<file path="src/rtl/pulse_width_search_sequencer_assert.svh">
// Assertion macros for the pulse-width search sequencer.
// Uses clk and arst_n of the including module; empty when SYNTH is defined.
`ifndef PULSE_WIDTH_SEARCH_SEQUENCER_ASSERT_SVH
`define PULSE_WIDTH_SEARCH_SEQUENCER_ASSERT_SVH
`ifndef SYNTH
// check a property on every rising edge outside reset
`define PWSS_ASSERT(label, prop, msg) \
	label: assert property (@(posedge clk) disable iff (!arst_n) (prop)) \
		else $error(msg);
// check that a condition never holds outside reset
`define PWSS_ASSERT_NEVER(label, cond, msg) \
	label: assert property (@(posedge clk) disable iff (!arst_n) !(cond)) \
		else $error(msg);
`else
`define PWSS_ASSERT(label, prop, msg)
`define PWSS_ASSERT_NEVER(label, cond, msg)
`endif
`endif

</file>
<file path="src/rtl/pwss_pkg.sv">
// Shared types, constants and helpers of the pulse-width search sequencer.
// No dependencies; used by every module of the block.
`default_nettype none

package pwss_pkg;

	// field widths
	localparam int unsigned CntW   = 8;
	localparam int unsigned MissW  = 16;
	localparam int unsigned WidthW = 31;
	localparam int unsigned StepW  = 16;
	localparam int unsigned CfgIdxW  = 2;
	localparam int unsigned CfgDataW = 31;

	// saturation limits and reset values
	localparam logic [CntW-1:0]   CNT_MAX   = 8'hFF;
	localparam logic [MissW-1:0]  MISS_MAX  = 16'hFFFF;
	localparam logic [WidthW-1:0] WIDTH_MAX = 31'h7FFF_FFFF;

	localparam logic [CntW-1:0]   DEBOUNCE_LIMIT_RST = 8'd100;
	localparam logic [MissW-1:0]  MISS_LIMIT_RST     = 16'd1000;
	localparam logic [WidthW-1:0] START_WIDTH_RST    = 31'd100000000;
	localparam logic [StepW-1:0]  WIDTH_STEP_RST     = 16'd100;

	// mode codes on the result
	localparam logic [1:0] MODE_IDLE  = 2'd0;
	localparam logic [1:0] MODE_ALIGN = 2'd1;
	localparam logic [1:0] MODE_DOWN  = 2'd2;
	localparam logic [1:0] MODE_UP    = 2'd3;

	// configuration register indexes
	typedef enum logic [CfgIdxW-1:0] {
		REG_DEBOUNCE_LIMIT = 2'd0,
		REG_MISS_LIMIT     = 2'd1,
		REG_START_WIDTH    = 2'd2,
		REG_WIDTH_STEP     = 2'd3
	} cfg_idx_t;

	// sequencer state
	typedef enum logic [3:0] {
		ST_IDLE  = 4'b0001,
		ST_ALIGN = 4'b0010,
		ST_DOWN  = 4'b0100,
		ST_UP    = 4'b1000
	} seq_state_t;

	typedef struct packed {
		logic [CntW-1:0]   debounce_limit;
		logic [MissW-1:0]  miss_limit;
		logic [WidthW-1:0] start_width;
		logic [StepW-1:0]  width_step;
	} cfg_t;

	typedef struct packed {
		logic button_one_down;
		logic button_two_down;
		logic detector_level;
		logic detector_rose;
		logic pulse_timer_done;
	} item_t;

	typedef struct packed {
		logic [1:0]        mode;
		logic              laser_steady_on;
		logic              fire_pulse;
		logic [WidthW-1:0] fire_width;
		logic [WidthW:0]   fire_period;
		logic              report_valid;
		logic [WidthW-1:0] report_width;
		logic              report_final;
		logic              aligned_event;
	} res_t;

	// map a state to its mode code
	function automatic logic [1:0] mode_code(input seq_state_t st);
		logic [1:0] code;
		unique case (st)
			ST_IDLE:  code = MODE_IDLE;
			ST_ALIGN: code = MODE_ALIGN;
			ST_DOWN:  code = MODE_DOWN;
			ST_UP:    code = MODE_UP;
			default:  code = MODE_IDLE;
		endcase
		return code;
	endfunction

endpackage

`default_nettype wire

</file>
<file path="src/rtl/pulse_width_search_sequencer.sv">
// Top level of the pulse-width search sequencer: input and result registers,
// handshakes, and the config and core instances. Depends on pwss_pkg.
//
//  channel  | signals                            | direction
//  ---------+------------------------------------+----------
//  input    | in_valid/in_ready, five tick bits  | in
//  result   | out_valid/out_ready, nine fields   | out
//  config   | cfg_valid/cfg_ready, index, data   | in
//
// One tick is accepted per cycle while in_ready is high; its result passes
// through the input register, then the result register, with the step logic
// between them, and waits there to be taken. Reset clears the
// state, loads the register defaults and needs no clearing pass. With out_ready
// low the result holds, one more beat waits in the input register, and in_ready
// then drops until the result goes.
`default_nettype none
`include "pulse_width_search_sequencer_assert.svh"

module pulse_width_search_sequencer (
	input  wire logic                             clk,
	input  wire logic                             arst_n,
	input  wire logic                             in_valid,
	output logic                                  in_ready,
	input  wire logic                             button_one_down,
	input  wire logic                             button_two_down,
	input  wire logic                             detector_level,
	input  wire logic                             detector_rose,
	input  wire logic                             pulse_timer_done,
	output logic                                  out_valid,
	input  wire logic                             out_ready,
	output logic [1:0]                            mode,
	output logic                                  laser_steady_on,
	output logic                                  fire_pulse,
	output logic [pwss_pkg::WidthW-1:0]           fire_width,
	output logic [pwss_pkg::WidthW:0]             fire_period,
	output logic                                  report_valid,
	output logic [pwss_pkg::WidthW-1:0]           report_width,
	output logic                                  report_final,
	output logic                                  aligned_event,
	input  wire logic                             cfg_valid,
	output logic                                  cfg_ready,
	input  wire logic [pwss_pkg::CfgIdxW-1:0]     cfg_index,
	input  wire logic [pwss_pkg::CfgDataW-1:0]    cfg_data
);

	pwss_pkg::cfg_t  cfg;
	pwss_pkg::item_t item_s1;
	pwss_pkg::res_t  res, res_s2;
	logic            valid_s1, valid_s2, adv;

	// move a beat into the result register when it is free or draining
	assign adv      = valid_s1 && (!valid_s2 || out_ready);
	assign in_ready = !valid_s1 || adv;

	// input register
	always_ff @(posedge clk or negedge arst_n) begin
		if (!arst_n) begin
			valid_s1 <= 1'b0;
		end else if (in_ready) begin
			valid_s1 <= in_valid;
		end
	end

	always_ff @(posedge clk) begin
		if (in_valid && in_ready) begin
			item_s1.button_one_down  <= button_one_down;
			item_s1.button_two_down  <= button_two_down;
			item_s1.detector_level   <= detector_level;
			item_s1.detector_rose    <= detector_rose;
			item_s1.pulse_timer_done <= pulse_timer_done;
		end
	end

	pwss_cfg u_cfg (
		.clk       (clk),
		.arst_n    (arst_n),
		.cfg_valid (cfg_valid),
		.cfg_ready (cfg_ready),
		.cfg_index (cfg_index),
		.cfg_data  (cfg_data),
		.cfg       (cfg)
	);

	pwss_core u_core (
		.clk    (clk),
		.arst_n (arst_n),
		.adv    (adv),
		.item   (item_s1),
		.cfg    (cfg),
		.res    (res)
	);

	// result register
	always_ff @(posedge clk or negedge arst_n) begin
		if (!arst_n) begin
			valid_s2 <= 1'b0;
		end else if (adv) begin
			valid_s2 <= 1'b1;
		end else if (out_ready) begin
			valid_s2 <= 1'b0;
		end
	end

	always_ff @(posedge clk) begin
		if (adv) begin
			res_s2 <= res;
		end
	end

	assign out_valid       = valid_s2;
	assign mode            = res_s2.mode;
	assign laser_steady_on = res_s2.laser_steady_on;
	assign fire_pulse      = res_s2.fire_pulse;
	assign fire_width      = res_s2.fire_width;
	assign fire_period     = res_s2.fire_period;
	assign report_valid    = res_s2.report_valid;
	assign report_width    = res_s2.report_width;
	assign report_final    = res_s2.report_final;
	assign aligned_event   = res_s2.aligned_event;

	`PWSS_ASSERT(a_final_idle,
		out_valid && report_final |-> report_valid && (mode == pwss_pkg::MODE_IDLE),
		"final report without idle mode")
	`PWSS_ASSERT(a_laser_align,
		out_valid && laser_steady_on |-> mode == pwss_pkg::MODE_ALIGN,
		"laser on outside align")
	`PWSS_ASSERT_NEVER(a_align_fire,
		out_valid && aligned_event && fire_pulse,
		"alignment and pulse in one tick")

endmodule

`default_nettype wire

</file>
<file path="src/rtl/pwss_cfg.sv">
// Configuration register file of the pulse-width search sequencer.
// Depends on pwss_pkg.
`default_nettype none

module pwss_cfg (
	input  wire logic                              clk,
	input  wire logic                              arst_n,
	input  wire logic                              cfg_valid,
	output logic                                   cfg_ready,
	input  wire logic [pwss_pkg::CfgIdxW-1:0]      cfg_index,
	input  wire logic [pwss_pkg::CfgDataW-1:0]     cfg_data,
	output pwss_pkg::cfg_t                         cfg
);

	pwss_pkg::cfg_t cfg_q;
	pwss_pkg::cfg_idx_t idx;

	// writes are always accepted
	assign cfg_ready = 1'b1;
	assign idx = pwss_pkg::cfg_idx_t'(cfg_index);

	// store a written beat into the selected register
	always_ff @(posedge clk or negedge arst_n) begin
		if (!arst_n) begin
			cfg_q.debounce_limit <= pwss_pkg::DEBOUNCE_LIMIT_RST;
			cfg_q.miss_limit     <= pwss_pkg::MISS_LIMIT_RST;
			cfg_q.start_width    <= pwss_pkg::START_WIDTH_RST;
			cfg_q.width_step     <= pwss_pkg::WIDTH_STEP_RST;
		end else if (cfg_valid && cfg_ready) begin
			unique case (idx)
				pwss_pkg::REG_DEBOUNCE_LIMIT:
					cfg_q.debounce_limit <= cfg_data[pwss_pkg::CntW-1:0];
				pwss_pkg::REG_MISS_LIMIT:
					cfg_q.miss_limit <= cfg_data[pwss_pkg::MissW-1:0];
				pwss_pkg::REG_START_WIDTH:
					cfg_q.start_width <= cfg_data[pwss_pkg::WidthW-1:0];
				pwss_pkg::REG_WIDTH_STEP:
					cfg_q.width_step <= cfg_data[pwss_pkg::StepW-1:0];
				default: ;
			endcase
		end
	end

	assign cfg = cfg_q;

endmodule

`default_nettype wire

</file>
<file path="src/rtl/pwss_core.sv">
// Per-tick sequencer: debounce, mode selection, search and align logic,
// with the state registers it updates. Depends on pwss_pkg.
`default_nettype none
`include "pulse_width_search_sequencer_assert.svh"

module pwss_core (
	input  wire logic                clk,
	input  wire logic                arst_n,
	input  wire logic                adv,
	input  wire pwss_pkg::item_t     item,
	input  wire pwss_pkg::cfg_t      cfg,
	output pwss_pkg::res_t           res
);

	pwss_pkg::seq_state_t state_q, state_mid, state_d;
	logic [pwss_pkg::CntW-1:0]   cnt_one_q, cnt_two_q, cnt_one_inc, cnt_two_inc;
	logic [pwss_pkg::CntW-1:0]   cnt_one_d, cnt_two_d;
	logic [1:0]                  stable_q, prev_q, stable_d;
	logic [pwss_pkg::WidthW-1:0] width_q, width_mid, width_d, half_width, up_width;
	logic [pwss_pkg::WidthW:0]   up_sum;
	logic [pwss_pkg::MissW-1:0]  miss_q, miss_d, miss_inc;
	logic                        seen_q, seen_pre, seen_mid, seen_d;
	logic                        changed, start_fire, timer_eff;

	// debounce both buttons with saturating counters
	assign cnt_one_inc = (cnt_one_q == pwss_pkg::CNT_MAX) ? cnt_one_q : cnt_one_q + 8'd1;
	assign cnt_two_inc = (cnt_two_q == pwss_pkg::CNT_MAX) ? cnt_two_q : cnt_two_q + 8'd1;
	assign cnt_one_d   = item.button_one_down ? cnt_one_inc : '0;
	assign cnt_two_d   = item.button_two_down ? cnt_two_inc : '0;
	assign stable_d[0] = item.button_one_down
		& (stable_q[0] | (cnt_one_inc > cfg.debounce_limit));
	assign stable_d[1] = item.button_two_down
		& (stable_q[1] | (cnt_two_inc > cfg.debounce_limit));
	assign changed     = (stable_d != prev_q);

	// latch the detector edge before anything else this tick
	assign seen_pre = seen_q | item.detector_rose;

	// arithmetic for the search arms
	assign miss_inc   = (miss_q == pwss_pkg::MISS_MAX) ? miss_q : miss_q + 16'd1;
	assign half_width = width_mid >> 1;
	assign up_sum     = {1'b0, width_mid} + {{(pwss_pkg::WidthW + 1 - pwss_pkg::StepW){1'b0}},
		cfg.width_step};
	assign up_width   = up_sum[pwss_pkg::WidthW] ? pwss_pkg::WIDTH_MAX
		: up_sum[pwss_pkg::WidthW-1:0];

	// pick the mode on a debounced change; button one wins
	always_comb begin
		state_mid  = state_q;
		width_mid  = width_q;
		seen_mid   = seen_pre;
		start_fire = 1'b0;
		timer_eff  = item.pulse_timer_done;
		if (changed) begin
			if (stable_d[0]) begin
				state_mid = pwss_pkg::ST_ALIGN;
			end else if (stable_d[1]) begin
				state_mid  = pwss_pkg::ST_DOWN;
				width_mid  = cfg.start_width;
				seen_mid   = 1'b0;
				start_fire = 1'b1;
				timer_eff  = 1'b0;
			end
		end
	end

	// run the active mode
	always_comb begin
		state_d = state_mid;
		width_d = width_mid;
		seen_d  = seen_mid;
		miss_d  = miss_q;
		res     = '0;
		res.fire_pulse = start_fire;
		res.fire_width = start_fire ? cfg.start_width : '0;
		unique case (state_mid)
			pwss_pkg::ST_ALIGN: begin
				if (item.detector_level) begin
					res.aligned_event = 1'b1;
					state_d = pwss_pkg::ST_IDLE;
				end else begin
					res.laser_steady_on = 1'b1;
				end
			end
			pwss_pkg::ST_DOWN: begin
				if (seen_mid && timer_eff) begin
					seen_d = 1'b0;
					miss_d = '0;
					res.report_valid = 1'b1;
					res.report_width = width_mid;
					width_d = half_width;
					res.fire_pulse = 1'b1;
					res.fire_width = half_width;
				end else if (timer_eff) begin
					miss_d = miss_inc;
					if (miss_inc > cfg.miss_limit) begin
						state_d = pwss_pkg::ST_UP;
					end
				end
			end
			pwss_pkg::ST_UP: begin
				if (!seen_mid && timer_eff) begin
					miss_d = '0;
					res.report_valid = 1'b1;
					res.report_width = width_mid;
					width_d = up_width;
					res.fire_pulse = 1'b1;
					res.fire_width = up_width;
				end else if (seen_mid) begin
					res.report_valid = 1'b1;
					res.report_final = 1'b1;
					res.report_width = width_mid;
					state_d = pwss_pkg::ST_IDLE;
				end
			end
			pwss_pkg::ST_IDLE: ;
			default: ;
		endcase
		res.mode        = pwss_pkg::mode_code(state_d);
		res.fire_period = {res.fire_width, 1'b0};
	end

	// commit the tick's state
	always_ff @(posedge clk or negedge arst_n) begin
		if (!arst_n) begin
			state_q   <= pwss_pkg::ST_IDLE;
			cnt_one_q <= '0;
			cnt_two_q <= '0;
			stable_q  <= '0;
			prev_q    <= '0;
			width_q   <= pwss_pkg::START_WIDTH_RST;
			miss_q    <= '0;
			seen_q    <= 1'b0;
		end else if (adv) begin
			state_q   <= state_d;
			cnt_one_q <= cnt_one_d;
			cnt_two_q <= cnt_two_d;
			stable_q  <= stable_d;
			prev_q    <= stable_d;
			width_q   <= width_d;
			miss_q    <= miss_d;
			seen_q    <= seen_d;
		end
	end

	`PWSS_ASSERT(a_miss_clear,
		adv && res.report_valid && !res.report_final |=> miss_q == '0,
		"miss count not cleared after a report")
	`PWSS_ASSERT(a_final_from_up,
		adv && res.report_final |-> state_q == pwss_pkg::ST_UP,
		"final report outside upward search")
	`PWSS_ASSERT(a_down_halves,
		adv && res.report_valid && (res.mode == pwss_pkg::MODE_DOWN)
		|=> width_q == ($past(res.report_width) >> 1),
		"downward step did not halve width")

endmodule

`default_nettype wire

</file>
<file path="config.mk">
export PLATFORM = sky130hd
export DESIGN_NAME = pulse_width_search_sequencer
export DESIGN_NICKNAME = d
export VERILOG_FILES = /design/src/rtl/pwss_pkg.sv /design/src/rtl/pulse_width_search_sequencer.sv /design/src/rtl/pwss_cfg.sv /design/src/rtl/pwss_core.sv
export VERILOG_INCLUDE_DIRS = /design/src /design/src/rtl
export SDC_FILE = /design/constraint.sdc
export NUM_CORES = 1
export LEC_CHECK = 0
export ABC_AREA = 1
export BUFFER_PORTS_ARGS = -buffer_cell sky130_fd_sc_hd__buf_2
export CORE_MARGIN = 3
export CORE_UTILIZATION = 45
export CTS_CLUSTER_DIAMETER = 150
export DETAILED_ROUTE_END_ITERATION = 12
export SYNTH_ARGS = -nofsm -noshare
export SYNTH_HDL_FRONTEND = slang
export SYNTH_SLANG_ARGS = --single-unit
</file>
<file path="constraint.sdc">
create_clock -name clk -period 11.6 [get_ports clk]
set_input_delay 0.58 -clock clk [delete_from_list [all_inputs] [get_ports clk]]
set_output_delay 0.58 -clock clk [all_outputs]
set_load 0.05 [all_outputs]
</file>
# Yosys cells after proc, flatten, opt, wreduce, memory -nomap -nowiden
# Index checks and enable logic that the tools add are counted.
# Widths: inputs -> output; s select.
word_totals:
  regBits: 217
  wordCells: 122
  out_inout_bits: 104
classes:
  addsub: 4
  n_mux: 50
  n_eq_ne: 15
  order_cmp: 3
  n_reduce_logical: 18
  bitwise_logic: 6
op_table:
  columns: ["cell", "n"]
  rows:
  - ["$mux 31", 7]
  - ["$mux 32", 4]
  - ["$pmux 32 s2", 2]
  - ["$mux 16", 4]
  - ["$pmux 31 s2", 1]
  - ["$mux 4", 9]
  - ["$mux 33", 1]
  - ["$add 31x16->32", 1]
  - ["$mux 8", 4]
  - ["$pmux 16 s2", 1]
  - ["$add 16x1->16 const B", 1]
  - ["$add 8x1->8 const B", 2]
  - ["$eq 16x16->1 const B", 1]
  - ["$eq 8x8->1 const B", 2]
  - ["$gt 16x16->1", 1]
  - ["$gt 8x8->1", 2]
  - ["$mux 1", 15]
  - ["$pmux 4 s3", 1]
  - ["$eq 4x2->1 const B", 2]
  - ["$eq 4x3->1 const B", 2]
  - ["$eq 4x4->1 const B", 2]
  - ["$reduce_and 2->1", 4]
  - ["$pmux 2 s3", 1]
  - ["$eq 2x2->1 const B", 2]
  - ["other kinds (14)", 24]

# Logic depth before layout (Yosys ltp)
depth:
  depth_word: 14
  ltp_mapped: 46
  depth_no_buf: 44

# Cells and area by module
# Synthesis repeated with hierarchy kept, for this count alone.
hier_totals:
  hier_cells: 1705
  hier_area_um2: 14209.9
modules_own_cells:
  columns: ["mod", "seq_area_each_um2", "n_inst", "area_per_inst_um2", "cells_each"]
  rows:
  - ["pwss_core", 1767.9, 1, 7963.9, 1267]
  - ["pulse_width_search_sequencer", 3233.1, 1, 3278.1, 118]
  - ["pwss_cfg", 1806.7, 1, 2967.8, 320]

# Worst setup path before layout
# OpenSTA, ideal clock, no wires.
synth_timing:
  kind: "register to register"
  start: "register u_core.cnt_one_q[0] in the netlist's numbering"
  end: "register res_s2 (netlist bit fire_width[28]), data pin"
  period_less_slack_ps: 5646
  setup_ps: 252
  t_arrival_ps: 5394
  setup_slack_ps: 5954
  required_time_ps: 11348
  stages_incl_launch_ff: 39
  cell_sequence: "dfrtp_1 ha_1 inv_1 nor4_1 nand3_1 inv_1 nor3_1 nand2_1 xor2_1 inv_1 ha_1 nand2_1 nor2_1 nand4_1 nand2_1 nand2_1 nand2_2 nand3_4 [... 3 more ...] o21ai_0 ha_1 inv_1 fa_1 nor2_1 a211oi_1 o21ai_0 a21boi_0 o21ai_0 nand3_1 nor2_1 nand3_1 nand2_1 nand2_1 nor2_1 nand2_1 nand2_1 nand2_1"
synth_rtl:
  columns: ["item", "line_no", "source"]
  rows:
  - ["start, declared", "pwss_core.sv:16", "logic [pwss_pkg::CntW-1:0] cnt_one_q, cnt_two_q, cnt_one_inc, cnt_two_inc;"]
  - ["start signal, assigned", "pwss_core.sv:136", "cnt_one_q <= cnt_one_d;"]
  - ["end signal, assigned", "pulse_width_search_sequencer.sv:106", "res_s2 <= res;"]
  - ["end, declared", "pulse_width_search_sequencer.sv:48", "pwss_pkg::res_t res, res_s2;"]

# Final worst setup path
layout_timing:
  start: "register u_core.cnt_one_q[1] in the netlist's numbering"
  end: "register u_core.width_q[28] in the netlist's numbering"
layout_via:
  elab_chain_len: 11
  word_cells_on_any_way: 25
  cone_classes: "add/sub (2); order compare (1); eq/ne (4); mux (13); bitwise (2); reduce/logical (3)"
layout_lines:
  columns: ["item", "line_no", "source"]
  rows:
  - ["$add 8x1->8 / $eq 8x8->1 (equally long branches)", "pwss_core.sv:26", "assign cnt_one_inc = (cnt_one_q == pwss_pkg::CNT_MAX) ? cnt_one_q : cnt_one_q + 8'd1;"]
  - ["$mux 8 *", "pwss_core.sv:26", null]
  - ["$gt 8x8->1 *", "pwss_core.sv:31", "& (stable_q[0] | (cnt_one_inc > cfg.debounce_limit));"]
  - ["$or 1x1->1 *", "pwss_core.sv:31", null]
  - ["$and 1x1->1 *", "pwss_core.sv:31", null]
  - ["$ne 2x2->1 (tied with other cells)", "pwss_core.sv:34", "assign changed = (stable_d != prev_q);"]
  - ["$mux 31 / $mux 1 (equally long branches)", "pwss_core.sv:54", "if (changed) begin"]
  - ["$add 31x16->32 / $logic_not 1->1 (equally long branches)", "pwss_core.sv:42, pwss_core.sv:102", null]
  - ["$mux 31 / $logic_and 1x1->1 (equally long branches)", "pwss_core.sv:44, pwss_core.sv:102", null]
  - ["$mux 31", "pwss_core.sv:102", "if (!seen_mid && timer_eff) begin"]
  - ["$pmux 31 s2 *", "pwss_core.sv:76", "unique case (state_mid)"]
  - ["end signal, assigned", "pwss_core.sv:131", "width_q <= pwss_pkg::START_WIDTH_RST;"]
  - ["end signal, assigned", "pwss_core.sv:140", "width_q <= width_d;"]
  - ["end, declared", "pwss_core.sv:19", "logic [pwss_pkg::WidthW-1:0] width_q, width_mid, width_d, half_width, up_width;"]
# Every way passes the cells marked *; elsewhere a longest branch is shown, timed or not.
# A chain may end at the register's enable or synchronous reset.

==> flow_summary_export.csv <==
group,metric,value,unit
synth,netlist_area,12910,um^2
synth,ys_types,54,
timing,setup_tns,0,ps
setup_path,worstPathMaxFanout,36,
floorplan,start_util,46.08,%
synth,synth_ff_type,"dfrtp_1",
power,p_leak,7.014,nW
timing,relSlewSlack,26.89,%
synth,yosysSeqAreaShare,45.30,%
setup_path,cp.required,12010,ps
setup_path,worstSetupPathType,"flop to flop",
detailed_routing,drc_errors,0,
timing,period_minus_slack,7255,ps
clock_network,cts.htree.levels,1,
setup_path,startpoint_type,"flop",
global_routing,gr-usage-all-layers,21.18,%
setup_path,worst_path_dominant_cell_family,"simple AND/OR/NAND/NOR gates",
place,dp_hpwl,23.08,mm
place,portBuffers,144,
cells_and_area,nets,1825,
clock_network,post-cts-setup-buffers,0,
setup_path,slowest_stage,"clkinv_2",
timing,timing.hold.ws,70.18,ps
detailed_routing,drtIter0Drc,774,
place,post-place-cells,2080,
synth,ys_ff_latch,217,
detailed_routing,num_vias,10820,
place,gp_congestion,0.9060,
synth,yosysTopAreaCell,"dfrtp_1",
synth,synth_top_area_share,20.55,%
place,pre_cts_slack,4423,ps
floorplan,die_area,30750,um^2
cells_and_area,n_antenna_cell,0,
cells_and_area,area_growth,12.41,%
synth,synthTopCellsByArea,"dfrtp_1, edfxtp_1, nand2_1",
floorplan,ios,147,
clock_network,clockBufferDepth,3,
setup_path,slowest_delay,570,ps
synth,syn_inst,1633,
clock_network,cts_resized,0,
synth,synth-edff-count,74,
setup_path,crit_path_frequent_cell,"nand2_1",
timing,max_freq,137.8,MHz
run,maxCapViolations,0,
clock_network,clock_sinks,217,
floorplan,placementRows,61,
clock_network,cts_root_buffer,"clkbuf_16",
cells_and_area,layout-drive-gt1-share,17.14,%
global_routing,grt_pass1_vias,10170,
detailed_routing,first_pass_iters,6,
clock_network,worstSkewPairLatency,550,ps
floorplan,core-area,28010,um^2
global_routing,grt_start_max_net_pins,81,
detailed_routing,wire_per_inst,15.58,um
outcome,status,"complete, no violations",
setup_path,critPathCaptureType,"flop",
clock_network,cts_hold_buf,0,
detailed_routing,vias_per_cell,5.086,
timing,worstMarginPinSlew,1094,ps
cells_and_area,layout.cells.non_filler,2128,
clock_network,cts_made_buffers,26,
detailed_routing,ant_nets,0,
synth,syn_area_per_cell,7.903,um^2
floorplan,die_h,175.4,um
timing,rsz0062_at_grt,"false",
timing,period_share,62.54,%
timing,fin_ws,4345,ps
timing,clock_skew,23.28,ps
global_routing,grt_pass1_wl,53.06,mm
clock_network,clk_pin_slew,60,ps
synth,ys_async_sr_fraction,65.90,%
power,ir_drop,0.1069,mV
global_routing,overflow,0,
worst_hold_path,min_path_type,"input pin to asynchronous set/reset pin",
timing,drv_slew,0,
power,p_per_area,223.5,nW/um^2
timing,setup_violations,0,
floorplan,die_w,175.4,um
timing,hold_viol_final,0,
setup_path,worst-path-buf-inv,5,
global_routing,antenna_found_initial,0,
setup_path,crit_arrival,7670,ps
synth,ys_top_cells_by_count,"nand2_1, inv_1, o21ai_0",
synth,ys_warn_count,0,
synth,syn_nets,1728,
clock_network,cts_tree,"yes",
synth,yosysMostFrequentCell,"nand2_1",
detailed_routing,routed_wl,33.15,mm
-- logic make-up after synthesis --
logic type	Yosys count	synth area share, %
AND/OR/NAND/NOR	698	23.13
AO/OA/AOI/OAI	290	12.27
adder cells (fa/ha/maj)	52	5.099
other	2	0.05819
buffers and inverters	329	10.93
multiplexers	8	0.6980
flip-flops	217	45.30
XOR/XNOR	37	2.511
-- routing by layer --
layer	track usage, %	vias to the layer above	wire length [um]
met5	0	-	0
met4	5.951	0	775
met3	2.551	50	1689
met2	33.97	297	15030
met1	30.40	5031	15660
li1	-	5445	-
-- flip-flops by register name, summed over array words and instances, names as in the netlist, 2 cells and up --
signal / count
u_core.cnt_one_q: 8
u_core.cnt_two_q: 8
u_core.state_q: 4
u_core.prev_q: 2
item_s1: 5
u_core.width_q: 31
fire_width: 31
report_width: 31
u_core.miss_q: 16
mode: 2
u_cfg.cfg: 71
-- power by group --
| part | total, mW | internal [mW] | switching [mW] |
|---|---|---|---|
| registers | 1.10 | 1.01 | 0.0917 |
| logic | 1.38 | 0.378 | 1.00 |
| clock network | 0.766 | 0.426 | 0.339 |
-- metrics by stage --
| stage | util [%] | cell area, um^2 | power [mW] |
|---|---|---|---|
| after floorplan | - | 12910 | 2.163 |
| after global placement | 48.94 | 13710 | 2.471 |
| after detailed placement | 48.94 | 13710 | 2.484 |
| after CTS | 51.79 | 14510 | 3.261 |
| after global routing | 51.79 | 14510 | 3.471 |
| final | 51.79 | 14510 | 3.243 |
-- path summary, 6_finish.rpt --
check                                         start            endpoint  slack [ps]  cells past startpoint
worst max-delay path            u_core.cnt_one_q[1]  u_core.width_q[28]        4340                     37
worst min-delay path                         arst_n    u_core.miss_q[0]          70                      1
worst max register to register  u_core.cnt_one_q[1]  u_core.width_q[28]        4340                     37
worst min register to register        u_core.seen_q       u_core.seen_q         480                      2
max in group asynchronous                    arst_n       u_cfg.cfg[41]       10110                      2
min in group clk                     detector_level          item_s1[2]         220                      1
-- cells in the final DEF (no fill, tap or decap), types with 5 or more instances in the layout --
master | Yosys | routed
clkbuf_16 | 0 | 26
nand2_1 | 439 | 438
o21ai_2 | 5 | 5
edfxtp_1 | 74 | 74
buf_4 | 34 | 12
nand3_1 | 80 | 80
a21oi_1 | 80 | 80
buf_2 | 17 | 143
xnor2_1 | 9 | 9
mux2_2 | 8 | 8
nand4_1 | 25 | 25
nor3_1 | 14 | 14
nand2_2 | 24 | 25
o22ai_1 | 20 | 20
dfstp_2 | 37 | 37
inv_1 | 231 | 231
clkbuf_1 | 31 | 7
nor2_1 | 95 | 93
o21ai_0 | 148 | 148
dfrtp_1 | 106 | 106
ha_1 | 51 | 51
o21ai_1 | 14 | 14
xor2_1 | 28 | 28
inv_2 | 9 | 8
-- worst register-to-register path: cells and delay by family (launching register included) --
kind / cells / cell delay (ps)
fa+ha+maj: 4 / 1070
flops: 1 / 360
buf+inv: 5 / 900
simple gates: 21 / 2900
xor+xnor: 1 / 200
compound gates: 6 / 1700
-- cell type report --
type                       instances  area, um^2
fill                            2750       13500
tap                              378       473.0
timing repair buffer             156       817.0
clock buffer                      34       690.7
inverter                         242       914.6
multi-input combinational       1087        5657
clock inverter                    14       108.9
sequential                       217        5847
(Power assumes the default switching activity.)
